<file path="src/fpa_pkg.sv">
// Shared types and constants for the Q24.8 fixed-point arithmetic unit.
package fpa_pkg;

    localparam int W = 32;

    typedef enum logic [3:0] {
        CMD_ADD      = 4'd0,
        CMD_SUB      = 4'd1,
        CMD_MUL      = 4'd2,
        CMD_DIV      = 4'd3,
        CMD_GT       = 4'd4,
        CMD_LT       = 4'd5,
        CMD_GE       = 4'd6,
        CMD_LE       = 4'd7,
        CMD_EQ       = 4'd8,
        CMD_NE       = 4'd9,
        CMD_INC      = 4'd10,
        CMD_DEC      = 4'd11,
        CMD_MIN      = 4'd12,
        CMD_MAX      = 4'd13,
        CMD_FROM_INT = 4'd14,
        CMD_TO_INT   = 4'd15
    } cmd_t;

    typedef enum logic [1:0] {
        KIND_QUICK = 2'd0,
        KIND_MUL   = 2'd1,
        KIND_DIV   = 2'd2
    } kind_t;

    typedef struct packed {
        logic [3:0]          command;
        logic signed [W-1:0] operand_a;
        logic signed [W-1:0] operand_b;
    } req_t;

    typedef struct packed {
        logic signed [W-1:0] result_value;
        logic                compare_true;
        logic                divide_by_zero;
    } rsp_t;

    // Contents of one cell of the chain
    typedef struct packed {
        logic             valid;
        kind_t            kind;
        logic             neg;
        logic [W-1:0]     mag_a;
        logic [W-1:0]     mag_b;
        logic [W-1:0]     rem;
        logic [W-1:0]     quo;
        logic [2*W-1:0]   prod;
        logic [W-1:0]     quick;
        logic             cmp;
        logic             dz;
    } stage_t;

endpackage

</file>
<file path="src/fpa_front.sv">
// Operand decode: magnitudes, signs and the results of the quick commands.
module fpa_front #(
    parameter int FRAC_BITS = 8
) (
    input  logic           valid,
    input  fpa_pkg::req_t  req,
    output fpa_pkg::stage_t stage
);
    localparam int W = fpa_pkg::W;

    logic signed [W-1:0] a;
    logic signed [W-1:0] b;
    logic [W-1:0]        mag_a;
    logic [W-1:0]        mag_b;
    logic [W-1:0]        t;
    logic                a_lt_b;
    logic                b_lt_a;

    always_comb
    begin
        a      = req.operand_a;
        b      = req.operand_b;
        mag_a  = a[W-1] ? (W'(0) - a) : a;
        mag_b  = b[W-1] ? (W'(0) - b) : b;
        a_lt_b = a < b;
        b_lt_a = b < a;
        t      = mag_a >> FRAC_BITS;

        stage.valid = valid;
        stage.neg   = a[W-1] ^ b[W-1];
        stage.mag_a = mag_a;
        stage.mag_b = mag_b;
        stage.rem   = '0;
        stage.quo   = '0;
        stage.prod  = '0;
        stage.quick = '0;
        stage.cmp   = 1'b0;
        stage.dz    = 1'b0;
        stage.kind  = fpa_pkg::KIND_QUICK;

        unique case (fpa_pkg::cmd_t'(req.command))
            fpa_pkg::CMD_ADD:      stage.quick = a + b;
            fpa_pkg::CMD_SUB:      stage.quick = a - b;
            fpa_pkg::CMD_MUL:      stage.kind  = fpa_pkg::KIND_MUL;
            fpa_pkg::CMD_DIV:
            begin
                stage.kind = fpa_pkg::KIND_DIV;
                stage.dz   = (b == '0);
            end
            fpa_pkg::CMD_GT:       stage.cmp   = b_lt_a;
            fpa_pkg::CMD_LT:       stage.cmp   = a_lt_b;
            fpa_pkg::CMD_GE:       stage.cmp   = !a_lt_b;
            fpa_pkg::CMD_LE:       stage.cmp   = !b_lt_a;
            fpa_pkg::CMD_EQ:       stage.cmp   = (a == b);
            fpa_pkg::CMD_NE:       stage.cmp   = (a != b);
            fpa_pkg::CMD_INC:      stage.quick = a + W'(1);
            fpa_pkg::CMD_DEC:      stage.quick = a - W'(1);
            fpa_pkg::CMD_MIN:      stage.quick = a_lt_b ? a : b;
            fpa_pkg::CMD_MAX:      stage.quick = b_lt_a ? a : b;
            fpa_pkg::CMD_FROM_INT: stage.quick = a << FRAC_BITS;
            fpa_pkg::CMD_TO_INT:   stage.quick = a[W-1] ? (W'(0) - t) : t;
            default:               stage.quick = '0;
        endcase
    end
endmodule

</file>
<file path="config.mk">
export PLATFORM = sky130hd
export DESIGN_NAME = fpa_front
export DESIGN_NICKNAME = d
export VERILOG_FILES = /design/src/fpa_pkg.sv /design/src/fpa_front.sv
export SDC_FILE = /design/constraint.sdc
export NUM_CORES = 1
export LEC_CHECK = 0
export BUFFER_PORTS_ARGS = -buffer_cell sky130_fd_sc_hd__buf_2
export CAP_MARGIN = 0
export CORE_MARGIN = 1.5
export CORE_UTILIZATION = 40
export DETAILED_ROUTE_END_ITERATION = 8
export PLACE_DENSITY = 0.68
export SLEW_MARGIN = 20
export SYNTH_ARGS = -nofsm -noshare
export SYNTH_HDL_FRONTEND = slang
export SYNTH_SLANG_ARGS = --single-unit
</file>
<file path="constraint.sdc">
create_clock -name vclk -period 7.6
set_input_delay 1.14 -clock vclk [all_inputs]
set_output_delay 1.14 -clock vclk [all_outputs]
set_load 0.02 [all_outputs]
</file>
==> results.ini <==
[timing]
final.min_clock_period_ns = 7.21
setup_slack_ns = 0.387
report.final.hold_viol_count = 0
final_min_period_over_clock_period_pct = 94.9
final.hold.worst_slack_ns = 2.28
final-setup-viol-count = 0
worst_slew_pin_slew_ns = 0.896
slew_viol_final = 0
rsz0062_at_grt = false
max_freq_ghz = 0.139
slew_hr_pct = 39.7
setup_total_negative_slack_ns = 0

[cells_and_area]
clock_buffers = 0
seq_cells = 0
layout.cells.most_common = buf_2
cell_area_after_layout_um2 = 9300
layout_cells_sized_above_1_pct = 15.9
final_cell_mix = 169 x buf_2, 128 x conb_1, 116 x nand2_1, 113 x xnor2_1, 93 x o21ai_0
layout.core_utilization_pct = 44.0
area_growth_syn_to_layout_pct = 7.34
n_antenna_cell = 0
regArea_um2 = 0
finish.net_count = 1574

[drt]
drt-pass1-iter-count = 9
antenna_violating_nets_left = 0
avgRoutedWirePerCell_um = 21.4
initialDrtViolationCount = 1015
detail_route.drc_violations = 0
drt-vias-per-instance = 6.13
routed_wl_mm = 36.6
dr_total_vias = 10500

[die]
ioPinCount = 299
fp.coreArea_um2 = 21200
floorplan.rows = 53
initial_standard_cell_utilization_of_the_core_pct = 41.0
die_area_um2 = 22500
die-height_um = 150
die_w_um = 150

[grt]
grt_util_all_layers_pct = 31.0
first_global_vias = 9256
grt_pass1_wl_mm = 54.1
grt_start_max_net_pins = 59
grt_antenna_before_repair = 0
grt_overflow = 0

[critical_path]
crit_path_end_kind = output pin
timing.critical_path.from_type = input pin
critical-path-slowest-cell = or3b_2
cp-endpoint = stage[33]
crit_path_max_fanout = 5
cp-startpoint = req[1]
critPathTopFamily = simple AND/OR/NAND/NOR gates
data_arrival_time_at_the_worst_slack_endpoint_ns = 6.07
worstPathRequired_ns = 6.46
timing.setup.critical_path_class = in2out
worst_path_largest_cell_delay_ns = 0.50
worst_path_buffer_plus_inverter_count = 6
worstSetupPathDepth = 25

[place]
gp_congestion = 1.04
detailed_place.area_um2 = 9280
portBuffers = 169
dp_hpwl_mm = 29.3
dp_slack_ns = 0.250

[yosys]
ys_types = 79
ys_seq_area_share_pct = 0
syn_avg_cell_area_um2 = 6.62
yosys_warnings = 0
post_synth_instance_area_um2 = 8660
post_synth_inst_count = 1309

[run]
max-cap-violations = 0

[power]
power.ir.vdd_worst_mv = 0.0534
cellLeakagePower_nw = 4.27
p_per_area_nw_per_um2 = 94.4

[outcome]
outcome = completed

[clock_network]
postCtsSetupRepairBufs = 0

[hold_path]
hold_class = in2out

[metal layers]
metal  wire [um]  track usage [%]  up-vias
met5           0                0        -
met4        2400             17.8        0
met3        3280             3.24      144
met2       15900             49.1      698
met1       14900             40.7     4863
li1            -                -     4755
[report_power, final]
| group | switching (mW) | internal [mW] |
|---|---|---|
| Combinational | 0.582 | 0.296 |
| Sequential | 0 | 0 |
| Clock | 0 | 0 |
[worst min-delay path by stage]
| stage | from | end | slack (ns) | cells past startpoint |
|---|---|---|---|---|
| floorplan | req[30] | stage[0] | 2.36 | 1 |
| global placement | valid | stage[229] | 2.28 | 0 |
| detailed placement | valid | stage[229] | 2.28 | 0 |
| CTS | valid | stage[229] | 2.28 | 0 |
| global route | valid | stage[229] | 2.28 | 0 |
| finish | valid | stage[229] | 2.28 | 0 |
[cell usage after synthesis, drive strengths merged (13+ instances only)]
| master | n | share of area [%] |
|---|---|---|
| a21oi | 80 | 4.6 |
| nor2 | 80 | 3.5 |
| o31ai | 16 | 1.4 |
| nor4 | 14 | 1.4 |
| xor2 | 32 | 3.2 |
| and3 | 13 | 0.94 |
| nand4 | 22 | 1.6 |
| a22oi | 13 | 1.1 |
| o21ai | 98 | 5.7 |
| nand3 | 37 | 2.1 |
| nor3 | 23 | 1.4 |
| nand2b | 18 | 1.3 |
| a21o | 28 | 2.4 |
| or3 | 18 | 1.3 |
| a222oi | 14 | 1.6 |
| xnor2 | 113 | 11 |
| clkbuf | 68 | 2.9 |
| nand2 | 116 | 5.0 |
| inv | 73 | 3.2 |
| ha | 71 | 10 |
| buf | 140 | 12 |
[metrics by stage]
| stage | cells | total power [mW] |
|---|---|---|
| CTS | 1705 | 0.858 |
| global route | 1705 | 0.939 |
| global placement | 1705 | 0.853 |
| finish | 1705 | 0.878 |
| floorplan | 1436 | 0.645 |
| detailed placement | 1705 | 0.853 |
[area by class of cell]
class | count | area, um2
fill | 2323 | 11900
multi-input combinational | 1155 | 7590
timing repair buffer | 202 | 1090
tap | 275 | 344
inverter | 73 | 274
[cells by family after synthesis]
group / count (synthesis) / share of synthesized area [%]
other: 1 / 0.0433
xor gates and xnor gates: 145 / 14.7
AOI/OAI and AO/OA: 397 / 31.2
muxes: 13 / 1.52
adders and majority gates: 73 / 10.7
buffers and inverters: 281 / 18.2
and+or+nand+nor: 399 / 23.7
[what timing repair did]
| action | in CTS | in global routing |
|---|---|---|
| gates resized for setup | 0 | 5 |
| setup endpoints to repair | 0 | 4 |
| hold buffers | 0 | 0 |
No activity file was read; power rests on OpenSTA's default activity.
