==> config.mk <==
export PLATFORM = sky130hd
export DESIGN_NAME = fpa_cell
export DESIGN_NICKNAME = d
export VERILOG_FILES = /design/src/fpa_pkg.sv /design/src/fpa_cell.sv
export SDC_FILE = /design/constraint.sdc
export NUM_CORES = 1
export LEC_CHECK = 0
export BUFFER_PORTS_ARGS = -buffer_cell sky130_fd_sc_hd__clkbuf_2
export CORE_AREA = 2 2 181 183
export DETAILED_ROUTE_END_ITERATION = 7
export DIE_AREA = 0 0 183 185
export PLACE_DENSITY = 0.76
export SYNTH_ARGS = -nofsm -noshare
export SYNTH_HDL_FRONTEND = slang
export SYNTH_SLANG_ARGS = --single-unit
==> constraint.sdc <==
create_clock -name clk -period 0.8 [get_ports clk]
set_input_delay 0 -clock clk [delete_from_list [all_inputs] [get_ports clk]]
set_output_delay 0 -clock clk [all_outputs]
set_load 0.02 [all_outputs]
==> src/fpa_pkg.sv <==
// Shared types and constants for the Q24.8 fixed-point arithmetic unit.
package fpa_pkg;

    localparam int W = 32;

    typedef enum logic [3:0] {
        CMD_ADD      = 4'd0,
        CMD_SUB      = 4'd1,
        CMD_MUL      = 4'd2,
        CMD_DIV      = 4'd3,
        CMD_GT       = 4'd4,
        CMD_LT       = 4'd5,
        CMD_GE       = 4'd6,
        CMD_LE       = 4'd7,
        CMD_EQ       = 4'd8,
        CMD_NE       = 4'd9,
        CMD_INC      = 4'd10,
        CMD_DEC      = 4'd11,
        CMD_MIN      = 4'd12,
        CMD_MAX      = 4'd13,
        CMD_FROM_INT = 4'd14,
        CMD_TO_INT   = 4'd15
    } cmd_t;

    typedef enum logic [1:0] {
        KIND_QUICK = 2'd0,
        KIND_MUL   = 2'd1,
        KIND_DIV   = 2'd2
    } kind_t;

    typedef struct packed {
        logic [3:0]          command;
        logic signed [W-1:0] operand_a;
        logic signed [W-1:0] operand_b;
    } req_t;

    typedef struct packed {
        logic signed [W-1:0] result_value;
        logic                compare_true;
        logic                divide_by_zero;
    } rsp_t;

    // Contents of one cell of the chain
    typedef struct packed {
        logic             valid;
        kind_t            kind;
        logic             neg;
        logic [W-1:0]     mag_a;
        logic [W-1:0]     mag_b;
        logic [W-1:0]     rem;
        logic [W-1:0]     quo;
        logic [2*W-1:0]   prod;
        logic [W-1:0]     quick;
        logic             cmp;
        logic             dz;
    } stage_t;

endpackage

==> src/fpa_cell.sv <==
// One cell: a restoring divide step and a shift-add multiply step.
module fpa_cell #(
    parameter int FRAC_BITS = 8,
    parameter int IDX       = 0
) (
    input  logic            clk,
    input  logic            rst_n,
    input  logic            adv,
    input  fpa_pkg::stage_t d,
    output fpa_pkg::stage_t q
);
    localparam int W    = fpa_pkg::W;
    localparam int P    = W + FRAC_BITS - 1 - IDX;   // dividend bit handled here
    localparam int AIDX = (P >= FRAC_BITS) ? (P - FRAC_BITS) : 0;
    localparam int QIDX = (P < W) ? P : 0;
    localparam int MIDX = (IDX < W) ? IDX : 0;

    fpa_pkg::stage_t q_reg;
    fpa_pkg::stage_t q_next;
    logic            valid_reg;
    logic            dbit;
    logic [W:0]      trial;

    always_comb
    begin
        q_next = d;
        dbit   = (P >= FRAC_BITS) ? d.mag_a[AIDX] : 1'b0;
        trial  = {d.rem, dbit};
        if (trial >= {1'b0, d.mag_b})
        begin
            q_next.rem = W'(trial - {1'b0, d.mag_b});
            if (P < W)
                q_next.quo[QIDX] = 1'b1;
        end
        else
        begin
            q_next.rem = trial[W-1:0];
        end
        if (IDX < W && d.mag_b[MIDX])
            q_next.prod = d.prod + ({{W{1'b0}}, d.mag_a} << MIDX);
    end

    always_ff @(posedge clk or negedge rst_n)
    begin
        if (!rst_n)
            valid_reg <= 1'b0;
        else if (adv)
            valid_reg <= q_next.valid;
    end

    // payload carries no reset
    always_ff @(posedge clk)
    begin
        if (adv)
            q_reg <= q_next;
    end

    always_comb
    begin
        q       = q_reg;
        q.valid = valid_reg;
    end
endmodule

==> flow_metrics.py <==
metrics = {
    "sta": {
        "fin_crit_ps": 2270,
        "slew_headroom_pct": 56.3,
        "holdWs_ps": -359,
        "setup-tns-final_ps": -185730,
        "finalSetupViolCount": 363,
        "fmax_ghz": 0.440,
        "setup_ws_ps": -1470,
        "finalClockSkew_ps": 0,
        "slew_violations": 0,
        "rsz0062_at_grt": "yes",
        "tightest_slew_ps": 654,
        "min_period_over_period_pct": 284,
        "report.final.hold_viol_count": 3,
    },
    "drt": {
        "ant_nets": 0,
        "post-route-drc-count": 0,
        "detailroute.via_count": 13900,
        "viasPerCell": 5.72,
        "wl_per_cell_um": 26.0,
        "firstDrtPassIters": 6,
        "drt_iter0_drc": 1487,
        "wirelength_mm": 63.0,
    },
    "grt": {
        "grt_first_pass_wirelength_mm": 77.6,
        "grtUsageTotal_pct": 29.9,
        "grt_antenna_before_repair": 4,
        "grt_max_degree": 45,
        "grt_pass1_vias": 13600,
        "grt-ovfl-total": 0,
    },
    "floorplan": {
        "die_h_um": 185,
        "rows": 66,
        "floorplan.initialDensity_pct": 37.2,
        "core_area_um2": 32000,
        "die_w_um": 183,
        "dieArea_um2": 33900,
        "pin_count": 463,
    },
    "synthesis": {
        "synth_edf_count": 229,
        "synth_top_area_cell": "edfxtp_1",
        "syn_area_um2": 11900,
        "synthDistinctLibCells": 63,
        "synth_area_per_cell_um2": 12.6,
        "ys_seq_elements": 230,
        "yosysWarningCount": 0,
        "syn-num-nets": 1245,
        "yosysMostFrequentCell": "edfxtp_1",
        "async_flop_share_pct": 0.435,
        "synthFlopType": "edfxtp_1",
        "synth.top_cell.area_share_pct": 57.7,
        "synth_common_cells": "edfxtp_1 (229), a21oi_1 (68), nand2_1 (67)",
        "synth.area.top_cells": "edfxtp_1 (58%), ha_1 (6.7%), mux2_2 (5.6%)",
        "ys_seq_area_share_pct": 57.9,
        "syn_inst": 946,
    },
    "worst_setup_path": {
        "path_class": "in2reg",
        "cp-end-kind": "flop",
        "worstPathMaxFanout": 8,
        "crit_arrival_ps": 2570,
        "crit_required_ps": 1100,
        "critPathLaunchType": "input port",
    },
    "clock_tree": {
        "cts_tree": "yes",
        "cts_buffers": 26,
        "insertion_delay_ps": 560,
        "clkSlewWorstSetupHoldPaths_ps": 70,
        "clock_sinks": 230,
        "clockRootBuffer": "clkbuf_16",
        "clk_path_buf_depth": 3,
        "htree_levels": 1,
    },
    "finish": {
        "largest_register_ffs": 229,
        "finalNonFillerCells": 2427,
        "multi_input_area_um2": 6220,
        "nFillCells": 1707,
        "final_nets": 2295,
        "regArea_um2": 6900,
        "drive_gt1_share_pct": 53.6,
        "areaGrowthSynthToFinish_pct": 99.6,
        "final_area_um2": 23800,
    },
    "outcome": {
        "violations": "hold timing, setup timing",
        "status": "finished, violations left",
    },
    "placement": {
        "place_area_um2": 17500,
        "hpwl_mm": 31.3,
        "portBuffers": 462,
        "place.gp.congestion": 0.924,
        "placed_cells": 2079,
    },
    "worst_hold_path": {
        "holdCritPathClass": "in2reg",
    },
    "pwr": {
        "power.leakage_nw": 10.6,
        "ir_drop_mv": 1.49,
        "p_per_area_nw_per_um2": 1820,
    },
    "run": {
        "maxCapViolCount": 0,
    },
}
## per-layer routing
| metal | routed length, µm | global-route usage, % | vias up |
|---|---|---|---|
| met5 | 0 | 0 | - |
| met4 | 5790 | 17.7 | 0 |
| met3 | 6520 | 6.70 | 411 |
| met2 | 31100 | 54.7 | 1142 |
| met1 | 19700 | 31.4 | 6640 |
| li1 | - | - | 5685 |
## placed cells by master (no fill, tap or decap), types with 6 or more instances in the layout
cell	count
dlygate4sd3_1	235
mux2_4	51
nor3_2	6
edfxtp_1	229
o21ai_0	20
ha_4	38
mux2_2	10
ha_1	26
a21oi_2	20
a21oi_1	45
nand2_2	6
nor2_4	6
xnor2_2	6
a211oi_1	6
nand3_1	15
inv_2	7
buf_6	211
and3_1	9
nand4_1	14
xor2_1	42
clkbuf_16	28
nor3_1	9
buf_8	15
o211ai_1	9
buf_12	11
buf_4	308
clkbuf_2	216
nor2_1	38
inv_1	37
o21bai_1	7
a21o_1	20
xnor2_1	37
clkbuf_8	15
nand3b_1	6
nand2_1	58
o21ai_1	10
buf_2	26
## kinds of logic (layout without fill, tap and decap cells)
group	Yosys count	in the layout	synth area share [%]
compound gates	200	201	10.6
other cells	0	4	0
mux	62	62	5.85
fa+ha+maj	66	66	7.05
xor+xnor	86	86	6.32
simple gates	229	229	9.78
flops	230	230	57.9
buf+inv	73	1141	2.52
## per-stage QoR
step / setup WS, ps / hold WS, ps / power, mW / util (%)
2_1_floorplan: -1590 / -296 / 20.7 / -
3_3_place_gp: -1840 / -224 / 25.1 / 54.6
3_5_place_dp: -1930 / -223 / 25.3 / 54.6
4_1_cts: -1160 / -346 / 39.6 / 68.5
5_1_grt: -1570 / -374 / 44.2 / 74.3
6_report: -1470 / -359 / 43.2 / 74.3
## layout make-up
class,instances,area share [%]
diodes,4,0.0421
repair buffers,1046,38.2
clock inverters,16,0.820
multi-input cells,644,26.1
flip-flops and latches,230,29.0
clock buffers,31,2.81
well taps,408,2.15
inverters,48,0.852
## critical path: stages
cell and delay (ps):
clkbuf_2 110, ha_4 290, nand4_1 180, or4b_4 560
nor3_4 150, o211ai_1 170, a311o_2 500, buf_12 170
nor3b_1 310, xor2_1 130
## what timing repair did
action / in CTS / in global routing
endpoints found under the setup margin: 322 / 505
setup buffers: 35 / 30
cloned: 5 / 1
pin swaps: 71 / 69
resized for setup: 176 / 711
endpoints found under the hold margin: 270 / 44
hold buffers: 236 / 3
## power breakdown
part / internal (mW) / leakage [nW] / switching [mW]
sequential: 14.7 / 2.25 / 0.748
clock: 7.28 / 0.418 / 5.56
combinational: 7.68 / 7.91 / 7.23
## final timing paths
kind / start / end / slack [ps] / cells after the start
setup / recovery: d[217] / q[76] / -1470 / 10
hold reg to reg: valid_reg / valid_reg / 600 / 1
min in group asynchronous: rst_n / valid_reg / 300 / 3
hold / removal: d[194] / q[194] / -360 / 1
setup reg to reg: valid_reg / valid_reg / -10 / 1
max in group asynchronous: rst_n / valid_reg / 390 / 3
Power figures use the tool's default switching activity.
